$ cat src/rtl/core/sbw_pkg.sv
// shared types and constants of the scaled blit walker
`timescale 1ns / 1ps

package sbw_pkg;

    // field widths
    localparam int SIZE_W  = 13;
    localparam int TPOS_W  = 12;
    localparam int DIDX_W  = 20;
    localparam int SIDX_W  = 24;
    localparam int ADDR_W  = 5;
    localparam int DATA_W  = 32;

    // largest destination rectangle side
    localparam logic [SIZE_W-1:0] DST_MAX = 13'd4096;

    // register indexes on the configuration port
    localparam logic [2:0] REG_TEX_WIDTH  = 3'd0;
    localparam logic [2:0] REG_TEX_HEIGHT = 3'd1;
    localparam logic [2:0] REG_DST_LEFT   = 3'd2;
    localparam logic [2:0] REG_DST_TOP    = 3'd3;
    localparam logic [2:0] REG_DST_WIDTH  = 3'd4;
    localparam logic [2:0] REG_DST_HEIGHT = 3'd5;

    // saturated sizes, placement and per-pixel texel steps
    typedef struct packed {
        logic              busy;
        logic [SIZE_W-1:0] tex_w;
        logic [SIZE_W-1:0] tex_h;
        logic [SIZE_W-1:0] dst_w;
        logic [SIZE_W-1:0] dst_h;
        logic [SIZE_W-1:0] left;
        logic [SIZE_W-1:0] top;
        logic [SIZE_W-1:0] col_q;
        logic [SIZE_W-1:0] col_r;
        logic [SIZE_W-1:0] row_q;
        logic [SIZE_W-1:0] row_r;
    } sbw_cfg_t;

    // walk position handed from the walker to address generation
    typedef struct packed {
        logic              valid;
        logic              row_load;
        logic              done;
        logic [SIZE_W-1:0] col;
        logic [SIZE_W-1:0] row;
        logic [TPOS_W-1:0] tcol;
        logic [TPOS_W-1:0] trow;
    } sbw_stage_t;

    // finished result ahead of the output register
    typedef struct packed {
        logic              valid;
        logic              visible;
        logic              done;
        logic [DIDX_W-1:0] dst_index;
        logic [SIDX_W-1:0] src_index;
    } sbw_res_t;

endpackage

$ cat src/rtl/core/scaled_clipped_blit_walker_core.sv
// A result passes the stage register, the address register and the output register.
// Throughput: one position per clock unless busy; only a stalled output holds the pipeline.
// After reset and after every register write the texel steps are recomputed by
// two 13-bit shift-subtract dividers: input is stalled while they run.
// Reset clears the walk, so an advance before the first restart gives nothing.
`timescale 1ns / 1ps

module scaled_clipped_blit_walker_core #(
    parameter int WIN_WIDTH  = 1024,
    parameter int WIN_HEIGHT = 1024,
    parameter int TEX_MAX    = 4096
) (
    input  logic                          clk,
    input  logic                          rst_n,
    input  logic                          in_valid,
    output logic                          in_stall,
    input  logic                          restart,
    output logic                          out_valid,
    input  logic                          out_stall,
    output logic                          visible,
    output logic [sbw_pkg::DIDX_W-1:0]    dst_index,
    output logic [sbw_pkg::SIDX_W-1:0]    src_index,
    output logic                          done_res,
    input  logic                          psel,
    input  logic                          penable,
    input  logic                          pwrite,
    input  logic [sbw_pkg::ADDR_W-1:0]    paddr,
    input  logic [sbw_pkg::DATA_W-1:0]    pwdata,
    output logic [sbw_pkg::DATA_W-1:0]    prdata,
    output logic                          pready
);

    sbw_pkg::sbw_cfg_t   cfg;
    sbw_pkg::sbw_stage_t stage;
    sbw_pkg::sbw_res_t   res;

    logic                       en, fire;
    logic                       out_valid_reg, vis_reg, done_reg;
    logic [sbw_pkg::DIDX_W-1:0] dst_reg;
    logic [sbw_pkg::SIDX_W-1:0] src_reg;

    // pipeline advances unless a result is held by the consumer
    assign en       = !(out_valid_reg && out_stall);
    assign in_stall = cfg.busy || !en;
    assign fire     = in_valid && !in_stall;

    sbw_cfg #(
        .TEX_MAX (TEX_MAX)
    ) u_cfg (
        .clk     (clk),
        .rst_n   (rst_n),
        .psel    (psel),
        .penable (penable),
        .pwrite  (pwrite),
        .paddr   (paddr),
        .pwdata  (pwdata),
        .prdata  (prdata),
        .pready  (pready),
        .cfg     (cfg)
    );

    sbw_step u_step (
        .clk     (clk),
        .rst_n   (rst_n),
        .en      (en),
        .fire    (fire),
        .restart (restart),
        .cfg     (cfg),
        .stage   (stage)
    );

    sbw_addr #(
        .WIN_WIDTH  (WIN_WIDTH),
        .WIN_HEIGHT (WIN_HEIGHT)
    ) u_addr (
        .clk   (clk),
        .rst_n (rst_n),
        .en    (en),
        .stage (stage),
        .cfg   (cfg),
        .res   (res)
    );

    // output register
    always_ff @(posedge clk or negedge rst_n)
    begin
        if (!rst_n)
            out_valid_reg <= 1'b0;
        else if (en)
            out_valid_reg <= res.valid;
    end

    always_ff @(posedge clk)
    begin
        if (en)
        begin
            vis_reg  <= res.visible;
            done_reg <= res.done;
            dst_reg  <= res.dst_index;
            src_reg  <= res.src_index;
        end
    end

    assign out_valid = out_valid_reg;
    assign visible   = vis_reg;
    assign done_res  = done_reg;
    assign dst_index = dst_reg;
    assign src_index = src_reg;

    // no transaction is taken while the texel steps are recomputed
    a_busy_stall: assert property (@(posedge clk) disable iff (!rst_n)
        cfg.busy |-> in_stall)
        else $error("input accepted during step recompute");

endmodule

$ cat src/rtl/core/sbw_cfg.sv
// configuration registers, size saturation and texel step dividers
`timescale 1ns / 1ps

module sbw_cfg #(
    parameter int TEX_MAX = 4096
) (
    input  logic                        clk,
    input  logic                        rst_n,
    input  logic                        psel,
    input  logic                        penable,
    input  logic                        pwrite,
    input  logic [sbw_pkg::ADDR_W-1:0]  paddr,
    input  logic [sbw_pkg::DATA_W-1:0]  pwdata,
    output logic [sbw_pkg::DATA_W-1:0]  prdata,
    output logic                        pready,
    output sbw_pkg::sbw_cfg_t           cfg
);

    localparam int SW = sbw_pkg::SIZE_W;
    localparam logic [SW-1:0] TexMax = SW'(TEX_MAX);
    localparam logic [3:0] LastStep = 4'(SW - 1);

    localparam logic [1:0] ST_IDLE = 2'd0;
    localparam logic [1:0] ST_LOAD = 2'd1;
    localparam logic [1:0] ST_DIV  = 2'd2;

    function automatic logic [SW-1:0] clamp_size(logic [SW-1:0] v, logic [SW-1:0] hi);
        logic [SW-1:0] r;
        begin
            if (v == '0)
                r = SW'(1);
            else if (v > hi)
                r = hi;
            else
                r = v;
            return r;
        end
    endfunction

    logic          wr;
    logic [2:0]    idx;
    logic [SW-1:0] tex_w_reg, tex_h_reg, left_reg, top_reg, dst_w_reg, dst_h_reg;
    logic [SW-1:0] tw_c_reg, th_c_reg, dw_c_reg, dh_c_reg;
    logic [SW-1:0] tw_c, th_c, dw_c, dh_c;
    logic [1:0]    state_reg, state_next;
    logic [3:0]    cnt_reg, cnt_next;
    logic [SW-1:0] hq_reg, hq_next, hr_reg, hr_next;
    logic [SW-1:0] vq_reg, vq_next, vr_reg, vr_next;
    logic [SW:0]   h_sh, v_sh;
    logic          h_ge, v_ge;

    assign pready = 1'b1;
    assign wr     = psel && penable && pwrite;
    assign idx    = paddr[4:2];

    // register writes
    always_ff @(posedge clk or negedge rst_n)
    begin
        if (!rst_n)
        begin
            tex_w_reg <= SW'(1);
            tex_h_reg <= SW'(1);
            left_reg  <= '0;
            top_reg   <= '0;
            dst_w_reg <= SW'(1);
            dst_h_reg <= SW'(1);
        end
        else if (wr)
        begin
            case (idx)
                sbw_pkg::REG_TEX_WIDTH:  tex_w_reg <= pwdata[SW-1:0];
                sbw_pkg::REG_TEX_HEIGHT: tex_h_reg <= pwdata[SW-1:0];
                sbw_pkg::REG_DST_LEFT:   left_reg  <= pwdata[SW-1:0];
                sbw_pkg::REG_DST_TOP:    top_reg   <= pwdata[SW-1:0];
                sbw_pkg::REG_DST_WIDTH:  dst_w_reg <= pwdata[SW-1:0];
                sbw_pkg::REG_DST_HEIGHT: dst_h_reg <= pwdata[SW-1:0];
                default: ;
            endcase
        end
    end

    // register reads
    always_comb
    begin
        case (idx)
            sbw_pkg::REG_TEX_WIDTH:  prdata = sbw_pkg::DATA_W'(tex_w_reg);
            sbw_pkg::REG_TEX_HEIGHT: prdata = sbw_pkg::DATA_W'(tex_h_reg);
            sbw_pkg::REG_DST_LEFT:   prdata = sbw_pkg::DATA_W'(left_reg);
            sbw_pkg::REG_DST_TOP:    prdata = sbw_pkg::DATA_W'(top_reg);
            sbw_pkg::REG_DST_WIDTH:  prdata = sbw_pkg::DATA_W'(dst_w_reg);
            sbw_pkg::REG_DST_HEIGHT: prdata = sbw_pkg::DATA_W'(dst_h_reg);
            default:                 prdata = '0;
        endcase
    end

    // saturated sizes
    assign tw_c = clamp_size(tex_w_reg, TexMax);
    assign th_c = clamp_size(tex_h_reg, TexMax);
    assign dw_c = clamp_size(dst_w_reg, sbw_pkg::DST_MAX);
    assign dh_c = clamp_size(dst_h_reg, sbw_pkg::DST_MAX);

    always_ff @(posedge clk or negedge rst_n)
    begin
        if (!rst_n)
        begin
            tw_c_reg <= SW'(1);
            th_c_reg <= SW'(1);
            dw_c_reg <= SW'(1);
            dh_c_reg <= SW'(1);
        end
        else
        begin
            tw_c_reg <= tw_c;
            th_c_reg <= th_c;
            dw_c_reg <= dw_c;
            dh_c_reg <= dh_c;
        end
    end

    // restoring dividers, one quotient bit per cycle
    assign h_sh = {hr_reg, hq_reg[SW-1]};
    assign v_sh = {vr_reg, vq_reg[SW-1]};
    assign h_ge = h_sh >= {1'b0, dw_c_reg};
    assign v_ge = v_sh >= {1'b0, dh_c_reg};

    always_comb
    begin
        state_next = state_reg;
        cnt_next   = cnt_reg;
        hq_next    = hq_reg;
        hr_next    = hr_reg;
        vq_next    = vq_reg;
        vr_next    = vr_reg;
        case (state_reg)
            ST_LOAD:
            begin
                hq_next    = tw_c;
                hr_next    = '0;
                vq_next    = th_c;
                vr_next    = '0;
                cnt_next   = '0;
                state_next = ST_DIV;
            end
            ST_DIV:
            begin
                hq_next  = {hq_reg[SW-2:0], h_ge};
                hr_next  = h_ge ? SW'(h_sh - {1'b0, dw_c_reg}) : h_sh[SW-1:0];
                vq_next  = {vq_reg[SW-2:0], v_ge};
                vr_next  = v_ge ? SW'(v_sh - {1'b0, dh_c_reg}) : v_sh[SW-1:0];
                cnt_next = cnt_reg + 4'd1;
                if (cnt_reg == LastStep)
                    state_next = ST_IDLE;
            end
            ST_IDLE: ;
            default: state_next = ST_LOAD;
        endcase
        // any write recomputes the steps
        if (wr)
            state_next = ST_LOAD;
    end

    always_ff @(posedge clk or negedge rst_n)
    begin
        if (!rst_n)
        begin
            state_reg <= ST_LOAD;
            cnt_reg   <= '0;
        end
        else
        begin
            state_reg <= state_next;
            cnt_reg   <= cnt_next;
        end
    end

    always_ff @(posedge clk)
    begin
        hq_reg <= hq_next;
        hr_reg <= hr_next;
        vq_reg <= vq_next;
        vr_reg <= vr_next;
    end

    // configuration seen by the datapath
    always_comb
    begin
        cfg.busy  = (state_reg != ST_IDLE);
        cfg.tex_w = tw_c_reg;
        cfg.tex_h = th_c_reg;
        cfg.dst_w = dw_c_reg;
        cfg.dst_h = dh_c_reg;
        cfg.left  = left_reg;
        cfg.top   = top_reg;
        cfg.col_q = hq_reg;
        cfg.col_r = hr_reg;
        cfg.row_q = vq_reg;
        cfg.row_r = vr_reg;
    end

    // a write always triggers a recompute
    a_write_busy: assert property (@(posedge clk) disable iff (!rst_n)
        wr |=> cfg.busy)
        else $error("step recompute not started after a register write");

endmodule

$ cat src/rtl/core/sbw_step.sv
// raster walker: position counters and texel accumulators
`timescale 1ns / 1ps

module sbw_step (
    input  logic                clk,
    input  logic                rst_n,
    input  logic                en,
    input  logic                fire,
    input  logic                restart,
    input  sbw_pkg::sbw_cfg_t   cfg,
    output sbw_pkg::sbw_stage_t stage
);

    localparam int SW = sbw_pkg::SIZE_W;
    localparam int TW = sbw_pkg::TPOS_W;

    // one texel step: quotient plus a carry out of the remainder
    function automatic logic [TW+SW-1:0] advance(
        logic [TW-1:0] pos, logic [SW-1:0] rem,
        logic [SW-1:0] q, logic [SW-1:0] r, logic [SW-1:0] d);
        logic [SW:0]   nr;
        logic [TW-1:0] np;
        begin
            nr = {1'b0, rem} + {1'b0, r};
            np = pos + q[TW-1:0];
            if (nr >= {1'b0, d})
            begin
                nr = nr - {1'b0, d};
                np = np + TW'(1);
            end
            return {np, nr[SW-1:0]};
        end
    endfunction

    logic [SW-1:0] col_reg, col_next, row_reg, row_next;
    logic [TW-1:0] tcol_reg, tcol_next, trow_reg, trow_next;
    logic [SW-1:0] crem_reg, crem_next, rrem_reg, rrem_next;
    logic          active_reg, active_next;
    logic          emit, load, done;
    logic          row_end;
    logic [SW:0]   col_p1;
    sbw_pkg::sbw_stage_t stage_reg;

    assign col_p1  = {1'b0, col_reg} + {{SW{1'b0}}, 1'b1};
    assign row_end = col_p1 >= {1'b0, cfg.dst_w};

    // next walk position
    always_comb
    begin
        col_next    = col_reg;
        row_next    = row_reg;
        tcol_next   = tcol_reg;
        trow_next   = trow_reg;
        crem_next   = crem_reg;
        rrem_next   = rrem_reg;
        active_next = active_reg;
        emit        = 1'b0;
        load        = 1'b0;
        if (fire)
        begin
            if (restart)
            begin
                col_next    = '0;
                row_next    = '0;
                tcol_next   = '0;
                trow_next   = '0;
                crem_next   = '0;
                rrem_next   = '0;
                active_next = 1'b1;
                emit        = 1'b1;
                load        = 1'b1;
            end
            else if (active_reg)
            begin
                emit = 1'b1;
                if (row_end)
                begin
                    col_next  = '0;
                    tcol_next = '0;
                    crem_next = '0;
                    row_next  = row_reg + SW'(1);
                    {trow_next, rrem_next} = advance(trow_reg, rrem_reg,
                        cfg.row_q, cfg.row_r, cfg.dst_h);
                    load = 1'b1;
                end
                else
                begin
                    col_next = col_p1[SW-1:0];
                    {tcol_next, crem_next} = advance(tcol_reg, crem_reg,
                        cfg.col_q, cfg.col_r, cfg.dst_w);
                end
            end
        end
        done = (({1'b0, col_next} + (SW+1)'(1)) >= {1'b0, cfg.dst_w})
            && (({1'b0, row_next} + (SW+1)'(1)) >= {1'b0, cfg.dst_h});
        if (emit && done)
            active_next = 1'b0;
    end

    // walk state
    always_ff @(posedge clk or negedge rst_n)
    begin
        if (!rst_n)
        begin
            col_reg    <= '0;
            row_reg    <= '0;
            tcol_reg   <= '0;
            trow_reg   <= '0;
            crem_reg   <= '0;
            rrem_reg   <= '0;
            active_reg <= 1'b0;
        end
        else
        begin
            col_reg    <= col_next;
            row_reg    <= row_next;
            tcol_reg   <= tcol_next;
            trow_reg   <= trow_next;
            crem_reg   <= crem_next;
            rrem_reg   <= rrem_next;
            active_reg <= active_next;
        end
    end

    // stage register toward address generation
    always_ff @(posedge clk or negedge rst_n)
    begin
        if (!rst_n)
            stage_reg <= '0;
        else if (en)
        begin
            stage_reg.valid    <= emit;
            stage_reg.row_load <= load;
            stage_reg.done     <= done;
            stage_reg.col      <= col_next;
            stage_reg.row      <= row_next;
            stage_reg.tcol     <= tcol_next;
            stage_reg.trow     <= trow_next;
        end
    end

    assign stage = stage_reg;

    // an advance with no walk running makes no result
    a_idle_advance: assert property (@(posedge clk) disable iff (!rst_n)
        fire && !restart && !active_reg |=> !stage_reg.valid)
        else $error("result made by an advance while idle");

    // the last position ends the walk
    a_done_idle: assert property (@(posedge clk) disable iff (!rst_n)
        stage_reg.valid && stage_reg.done |-> !active_reg)
        else $error("walk still active after its last position");

endmodule

$ cat src/rtl/core/sbw_addr.sv
// framebuffer and texel address generation with window clipping
`timescale 1ns / 1ps

module sbw_addr #(
    parameter int WIN_WIDTH  = 1024,
    parameter int WIN_HEIGHT = 1024
) (
    input  logic                clk,
    input  logic                rst_n,
    input  logic                en,
    input  sbw_pkg::sbw_stage_t stage,
    input  sbw_pkg::sbw_cfg_t   cfg,
    output sbw_pkg::sbw_res_t   res
);

    localparam int SW = sbw_pkg::SIZE_W;
    localparam int TW = sbw_pkg::TPOS_W;
    localparam int DW = sbw_pkg::DIDX_W;
    localparam int XW = sbw_pkg::SIDX_W;
    localparam logic [SW-1:0] WinW = SW'(WIN_WIDTH);
    localparam logic [SW-1:0] WinH = SW'(WIN_HEIGHT);

    logic [SW:0]      x, y;
    logic             vis;
    logic [2*SW-1:0]  yw_full;
    logic [TW+SW-1:0] base_full;

    logic             valid_reg, vis_reg, done_reg;
    logic [SW-1:0]    x_reg;
    logic [DW-1:0]    yw_reg;
    logic [TW-1:0]    tcol_reg;
    logic [XW-1:0]    base_reg;

    // window position and clip test
    assign x   = {cfg.left[SW-1], cfg.left} + {1'b0, stage.col};
    assign y   = {cfg.top[SW-1], cfg.top} + {1'b0, stage.row};
    assign vis = !x[SW] && (x[SW-1:0] < WinW) && !y[SW] && (y[SW-1:0] < WinH);

    // row offset in the framebuffer and texel row base
    assign yw_full   = y[SW-1:0] * WinW;
    assign base_full = stage.trow * cfg.tex_w;

    always_ff @(posedge clk or negedge rst_n)
    begin
        if (!rst_n)
        begin
            valid_reg <= 1'b0;
            done_reg  <= 1'b0;
        end
        else if (en)
        begin
            valid_reg <= stage.valid;
            done_reg  <= stage.done;
        end
    end

    always_ff @(posedge clk)
    begin
        if (en)
        begin
            vis_reg  <= vis;
            x_reg    <= x[SW-1:0];
            yw_reg   <= yw_full[DW-1:0];
            tcol_reg <= stage.tcol;
        end
    end

    // texel row base changes only at the start of a row
    always_ff @(posedge clk or negedge rst_n)
    begin
        if (!rst_n)
            base_reg <= '0;
        else if (en && stage.valid && stage.row_load)
            base_reg <= base_full[XW-1:0];
    end

    // final indexes
    always_comb
    begin
        res.valid     = valid_reg;
        res.visible   = vis_reg;
        res.done      = done_reg;
        res.dst_index = vis_reg ? (yw_reg + DW'(x_reg)) : '0;
        res.src_index = base_reg + XW'(tcol_reg);
    end

endmodule
$ cat config.mk
export PLATFORM = sky130hd
export DESIGN_NAME = scaled_clipped_blit_walker_core
export DESIGN_NICKNAME = d
export VERILOG_FILES = /design/src/rtl/core/sbw_pkg.sv /design/src/rtl/core/scaled_clipped_blit_walker_core.sv /design/src/rtl/core/sbw_cfg.sv /design/src/rtl/core/sbw_step.sv /design/src/rtl/core/sbw_addr.sv
export SDC_FILE = /design/constraint.sdc
export NUM_CORES = 1
export LEC_CHECK = 0
export ABC_AREA = 1
export BUFFER_PORTS_ARGS = -buffer_cell sky130_fd_sc_hd__buf_2
export CAP_MARGIN = 20
export CORE_UTILIZATION = 50
export DETAILED_ROUTE_END_ITERATION = 10
export PLACE_DENSITY = 0.67
export SLEW_MARGIN = 20
export SYNTH_ARGS = -nofsm -noshare
export SYNTH_HDL_FRONTEND = slang
export SYNTH_SLANG_ARGS = --single-unit
$ cat constraint.sdc
create_clock -name clk -period 7.15 [get_ports clk]
set_clock_uncertainty 0.05 [all_clocks]
set_input_delay 0 -clock clk [delete_from_list [all_inputs] [get_ports clk]]
set_output_delay 0 -clock clk [all_outputs]
set_load 0.005 [all_outputs]
* Word level (Yosys, flattened, before mapping)
Cells that the tools add are included.
Word-level totals: output and inout bits 81, flip-flop bits (word level) 414, word-level logic and storage cells 177
Operators by class: equality and inequality tests 10, multipliers 1, add/sub/neg operators 19, $lt $le $gt $ge 13, reduce and logical (&&, ||, !) cells 38, multiplexer cells 55
Operators by type and width (count):
- $mux 13 | 26
- $mux 12 | 10
- $pmux 13 s2 | 4
- $ge 14x13->1 | 7
- $pmux 13 s6 | 1
- $gt 13x13->1 const B | 4
- $logic_not 13->1 | 4
- $sub 13x13->13 | 4
- $add 13x1->14 const B | 3
- $add 13x13->14 | 2
- $add 14x13->14 | 2
- $lt 13x11->1 const B | 2
- $add 12x1->12 const B | 2
- $add 12x12->12 | 2
- $add 24x12->24 | 1
- $mul 12x13->24 | 1
- $add 20x13->20 | 1
- $reduce_and 2->1 | 9
- $add 13x1->13 const B | 1
- $reduce_bool 2->1 | 6
- $logic_and 1x1->1 | 11
- $mux 1 | 10
- $pmux 4 s2 | 1
- $eq 3x2->1 const B | 2
- 15 further kinds | 20

* Longest topological paths before layout
word-level depth 12, mapped depth 41, depth with buffers taken out 41

* Cells and area by module
A second synthesis with hierarchy kept.
Second synthesis, totals: cell total of the unflattened synthesis 4157, area, all modules 32437.4 um^2
By module, submodules not included:
- sbw_step | cells each 1608, sequential area each 3253.1 um^2, area an instance 11317.1 um^2, times used 1
- sbw_addr | cells each 1318, sequential area each 1731.7 um^2, area an instance 9932.0 um^2, times used 1
- sbw_cfg | cells each 1177, sequential area each 4976.0 um^2, area an instance 9748.1 um^2, times used 1
- scaled_clipped_blit_walker_core | cells each 54, sequential area each 1406.3 um^2, area an instance 1440.1 um^2, times used 1

* Worst setup path after synthesis
OpenSTA, ideal clock, no wires.
path kind register -> register, start register u_cfg.tw_c_reg[0], end register u_addr.base_reg[20], period minus slack after synthesis 5388 ps, required time 6966 ps, buffers on the path 1, setup slack 1762 ps, library setup time 134 ps, data arrival time 5203 ps, cell stages (with the launch flop) 22, path through dfstp_2 clkbuf_1 nand2_1 fa_1 fa_1 inv_1 fa_1 inv_1 fa_1 inv_1 fa_1 ha_1 nand2_1 nor2_1 o21ai_0 o211ai_1 nor2_1 o21ai_0 a31oi_1 o21ai_0 xor2_1 o21ai_0
Between the ends: word-level cells in the longest chain between the ends 1
Ends and longest elaborated chain:
- start: declaration | line sbw_cfg.sv:43 | logic [SW-1:0] tw_c_reg, th_c_reg, dw_c_reg, dh_c_reg;
- start signal: assignment | line sbw_cfg.sv:113 | tw_c_reg <= tw_c;
- $mul 12x13->24 | line sbw_addr.sv:41 | assign base_full = stage.trow * cfg.tex_w;
- end signal: assignment | line sbw_addr.sv:74 | base_reg <= base_full[XW-1:0];
- end: declaration | line sbw_addr.sv:32 | logic [XW-1:0] base_reg;
Every way passes these cells. A chain may end at the register's enable or synchronous reset.

* Worst setup path after layout
start register u_step.col_reg[0], end register u_step.stage_reg (netlist bit u_step.stage[50])
Between the ends: word-level cells in the longest chain between the ends 9, elaborated cells between the ends (all ways) 15
Ends and longest elaborated chain:
- start: declaration | line sbw_step.sv:35 | logic [SW-1:0] col_reg, col_next, row_reg, row_next;
- start signal: assignment | line sbw_step.sv:115 | col_reg <= col_next;
- $add 13x1->14 (*) | line sbw_step.sv:44 | assign col_p1 = {1'b0, col_reg} + {{SW{1'b0}}, 1'b1};
- $ge 14x13->1 | line sbw_step.sv:45 | assign row_end = col_p1 >= {1'b0, cfg.dst_w};
- $mux 13 (*) | line sbw_step.sv:76 | if (row_end)
- $mux 13 (*) | line sbw_step.sv:73 | else if (active_reg)
- $mux 13 (*) | line sbw_step.sv:61 | if (restart)
- $mux 13 (*) | line sbw_step.sv:59 | if (fire)
- via u_step.col_next[1] | line sbw_step.sv:35
- $add 13x1->14 (*) | line sbw_step.sv:94 | done = (({1'b0, col_next} + (SW+1)'(1)) >= {1'b0, cfg.dst_w})
- $ge 14x13->1 (*) | line sbw_step.sv:94
- $logic_and 1x1->1 (*) | line sbw_step.sv:95 | && (({1'b0, row_next} + (SW+1)'(1)) >= {1'b0, cfg.dst_h});
- end: declaration | line sbw_step.sv:42 | sbw_pkg::sbw_stage_t stage_reg;
Mark *: on every way through the listed nets, which the timed path passes. The rest lies on a longest branch.

==> out/qor.csv <==
stage;metric;value;unit
outcome;status;finished, violations left;
outcome;violations;DRC;
timing;fmax;166;MHz
timing;slew_violations;0;
run;cap_violations;0;
power;finalPower;15100;uW
timing;hold_violations;0;
timing;fin_setup_tns;0;ns
layout;largest_reg_flops;53;
floorplanning;die_x;247;um
global_routing;grt_max_degree;82;
setup_path;slowest_stage;nor2_2;
routing;via_per_inst;5.36;
floorplanning;core-area;59200;sq um
synthesis;seq_area_frac_synth;0.367;
synthesis;syn_avg_cell_area;8.24;sq um
place;dp_hpwl;60200;um
power;switchingPower;7140;uW
power;pwr-share-clk;0.166;
setup_path;reg2reg_setup_slack;1.14;ns
layout;fin_util;0.556;
synthesis;yosysWarnings;0;
synthesis;yosysTopAreaCell;dfrtp_1;
worst_hold_path;hp-class;input pin to flop;
routing;wire_per_inst;17.4;um
timing;min_period;6.01;ns
timing;rsz0062_at_grt;no;
timing;post-route-period-util;0.840;
floorplanning;die_h;247;um
synthesis;yosys-top-cells-area;dfrtp_1 23%, edfxtp_1 13%, nand2_1 12%, ha_1 10%, fa_1 8.1%;
synthesis;synth_edf_count;134;
clock_network;clk_latency;0.61;ns
setup_path;max_stage_delay;0.49;ns
layout;nNetsFinal;4135;
global_routing;grt_use_total;0.264;
timing;whs;0.178;ns
clock_network;clk_pin_slew_worst_paths;0.06;ns
clock_network;cts_made_buffers;47;
routing;top_layer_used;met5;
layout;area_growth;9.65;%
setup_path;worstPathRequired;7.54;ns
setup_path;rr_startpoint;u_step.col_reg[0]$_DFF_PN0_;
floorplanning;die_area;61100;sq um
routing;ant_nets;0;
routing;wl_met2;37100;um
layout;drive_gt1_frac;0.0644;
setup_path;crit_top_cell;nand2_1;
timing;maxSlewHeadroom;0.243;
power;switching_share;0.474;
routing;vias;24300;
clock_network;clockRootBuffer;clkbuf_16;
global_routing;grt.overflow.total;0;
synthesis;yosys_most_used_dff;dfrtp_1;
synthesis;syn_area;30000;sq um
timing;finalSetupViolations;0;
place;gp_congestion;0.934;
floorplanning;initial_utilization;0.507;
synthesis;ys_types;64;
global_routing;grt_antenna_before_repair;1;
synthesis;syn_inst;3645;
setup_path;worstSetupStartpoint;u_step.col_reg[0]$_DFF_PN0_;
routing;route.detailed.drc;12;
clock_network;postCtsSetupBuffers;0;
power;combPwrFrac;0.550;
power;intPower;7940;uW
floorplanning;ioPinCount;126;
routing;dr_wl_met3;4330;um
global_routing;grt_pass1_vias;23900;
place;port_buffers;84;
setup_path;worstSetupStartpointType;flop;
setup_path;r2r_cells;39;
place;dp_cells;4422;
floorplanning;placementRows;89;
routing;routed_wirelength;78600;um
synthesis;synth-async-reset-ratio;0.676;
clock_network;htree_levels;2;
layout;diodes;0;
global_routing;grt_pass1_wl;126000;um
power;cellLeakagePower;0.0169;uW
setup_path;path_max_fanout;15;
power;ir_drop;680;uV
setup_path;critPathCaptureType;flop;
setup_path;worstReg2RegEnd;u_step.stage[50]$_DFFE_PN0N_;
setup_path;critPathCapture;u_step.stage[50]$_DFFE_PN0N_;
clock_network;clockBufferDepth;3;
layout;final_cells;4530;
synthesis;synth_top_area_frac;0.227;
routing;met1Wirelength;34400;um
synthesis;ys_seq_elements;414;
routing;drtIter0Drc;1668;
setup_path;crit_arrival;6.40;ns
power;share_seq_of_total_power;0.284;
routing;dr.pass1.iters;9;
clock_network;cts_tree;done;
timing;max_slew.worst_pin.slew;1.13;ns
clock_network;clock_sinks;414;
setup_path;worstSetupPathType;flop to flop;
power;powerDensity;458;nW/um^2
## per-layer routing
metal / GRT usage / up-vias
met5: 0 / -
met4: 0.0960 / 2
met3: 0.0342 / 155
met2: 0.448 / 680
met1: 0.344 / 11500
li1: - / 12000
## worst min path at each step
stage          startpoint                         endpoint  slack, ns  cells past startpoint
2_1_floorplan       rst_n            out_valid$_DFFE_PN0N_      -0.35                      0
3_3_place_gp        rst_n  u_addr.base_reg[20]$_DFFE_PN0P_     -0.009                      1
3_5_place_dp        rst_n  u_addr.base_reg[20]$_DFFE_PN0P_      -0.02                      1
4_1_cts            pwrite   u_cfg.state_reg[0]$_DFFE_PN1P_       0.10                      4
5_1_grt         pwdata[7]   u_cfg.dst_h_reg[7]$_DFFE_PN0P_       0.21                      4
6_report             psel   u_cfg.state_reg[0]$_DFFE_PN1P_       0.18                      4
## Yosys cell counts, types with 29 or more instances
library cell / count
nand4_1: 29
edfxtp_1: 134
xnor2_1: 51
clkbuf_1: 82
xor2_1: 124
nand2_1: 941
dfrtp_1: 272
nor3_1: 31
inv_1: 528
nand3_1: 127
o211ai_1: 31
ha_1: 251
fa_1: 121
a21oi_1: 206
nor2_1: 215
o21ai_0: 265
## power by group through the flow
| stage | clock (uW) | sequential, uW | combinational [uW] |
|---|---|---|---|
| finish | 2500 | 4290 | 8300 |
| global route | 2620 | 4390 | 9500 |
| CTS | 2540 | 4280 | 8290 |
| detailed placement | 0 | 4320 | 8210 |
| global placement | 0 | 4300 | 8100 |
| floorplan | 0 | 3960 | 6400 |
## critical path: cells and delay by family (launching register included)
family / cells / cell delay (ns)
simple gates: 27 / 3.25
fa+ha+maj: 4 / 1.06
compound gates: 4 / 0.50
flops: 1 / 0.41
buf+inv: 3 / 0.40
xor+xnor: 1 / 0.16
## kinds of logic after synthesis
family,count (synthesis),synth area share
xor+xnor,175,0.0510
compound gates,617,0.115
other cells,2,0.000250
mux,1,0.000333
fa+ha+maj,372,0.185
simple gates,1411,0.195
buf+inv,653,0.0851
flops,414,0.367
## repair_timing
action,CTS,global route
hold buffers,20,0
endpoints found under the hold margin,164,0
resized for setup,0,0
## metrics by stage
stage               worst slack [ns]  area [sq um]
finish                          1.14         32900
global route                   0.551         32900
CTS                             1.20         32900
detailed placement              1.30         31100
global placement                1.39         31100
floorplan                       1.76         30100
## final cells by class
cell class              instances  area [sq um]
clock buffers                  66          1360
clock inverters                22           234
fillers                      5436         26300
inverters                     535          2020
multi-input cells            2596         16500
flip-flops and latches        414         11000
well taps                     773           967
repair buffers                124           798
## cells in the final DEF (no fill, tap or decap), drive strengths merged, types with 7 or more instances in the layout
| master | Yosys | final |
|---|---|---|
| o21ai | 271 | 271 |
| inv | 531 | 533 |
| dlygate4sd3 | 0 | 19 |
| nand2 | 947 | 947 |
| a211oi | 10 | 10 |
| clkinv | 4 | 17 |
| nor2 | 232 | 232 |
| xor2 | 124 | 124 |
| buf | 36 | 105 |
| or2 | 14 | 14 |
| nand3 | 134 | 134 |
| fa | 121 | 121 |
| o211ai | 31 | 31 |
| edfxtp | 134 | 134 |
| nor4 | 14 | 14 |
| conb | 2 | 20 |
| a22oi | 11 | 11 |
| nor3 | 33 | 33 |
| o22ai | 13 | 13 |
| o21bai | 13 | 13 |
| a21oi | 206 | 206 |
| dfrtp | 272 | 272 |
| a32o | 10 | 10 |
| a31oi | 14 | 14 |
| xnor2 | 51 | 51 |
| ha | 251 | 251 |
| nand4 | 30 | 30 |
| dfstp | 8 | 8 |
| clkbuf | 82 | 66 |
| o2111ai | 7 | 7 |
No activity file was read; power rests on OpenSTA's default activity.
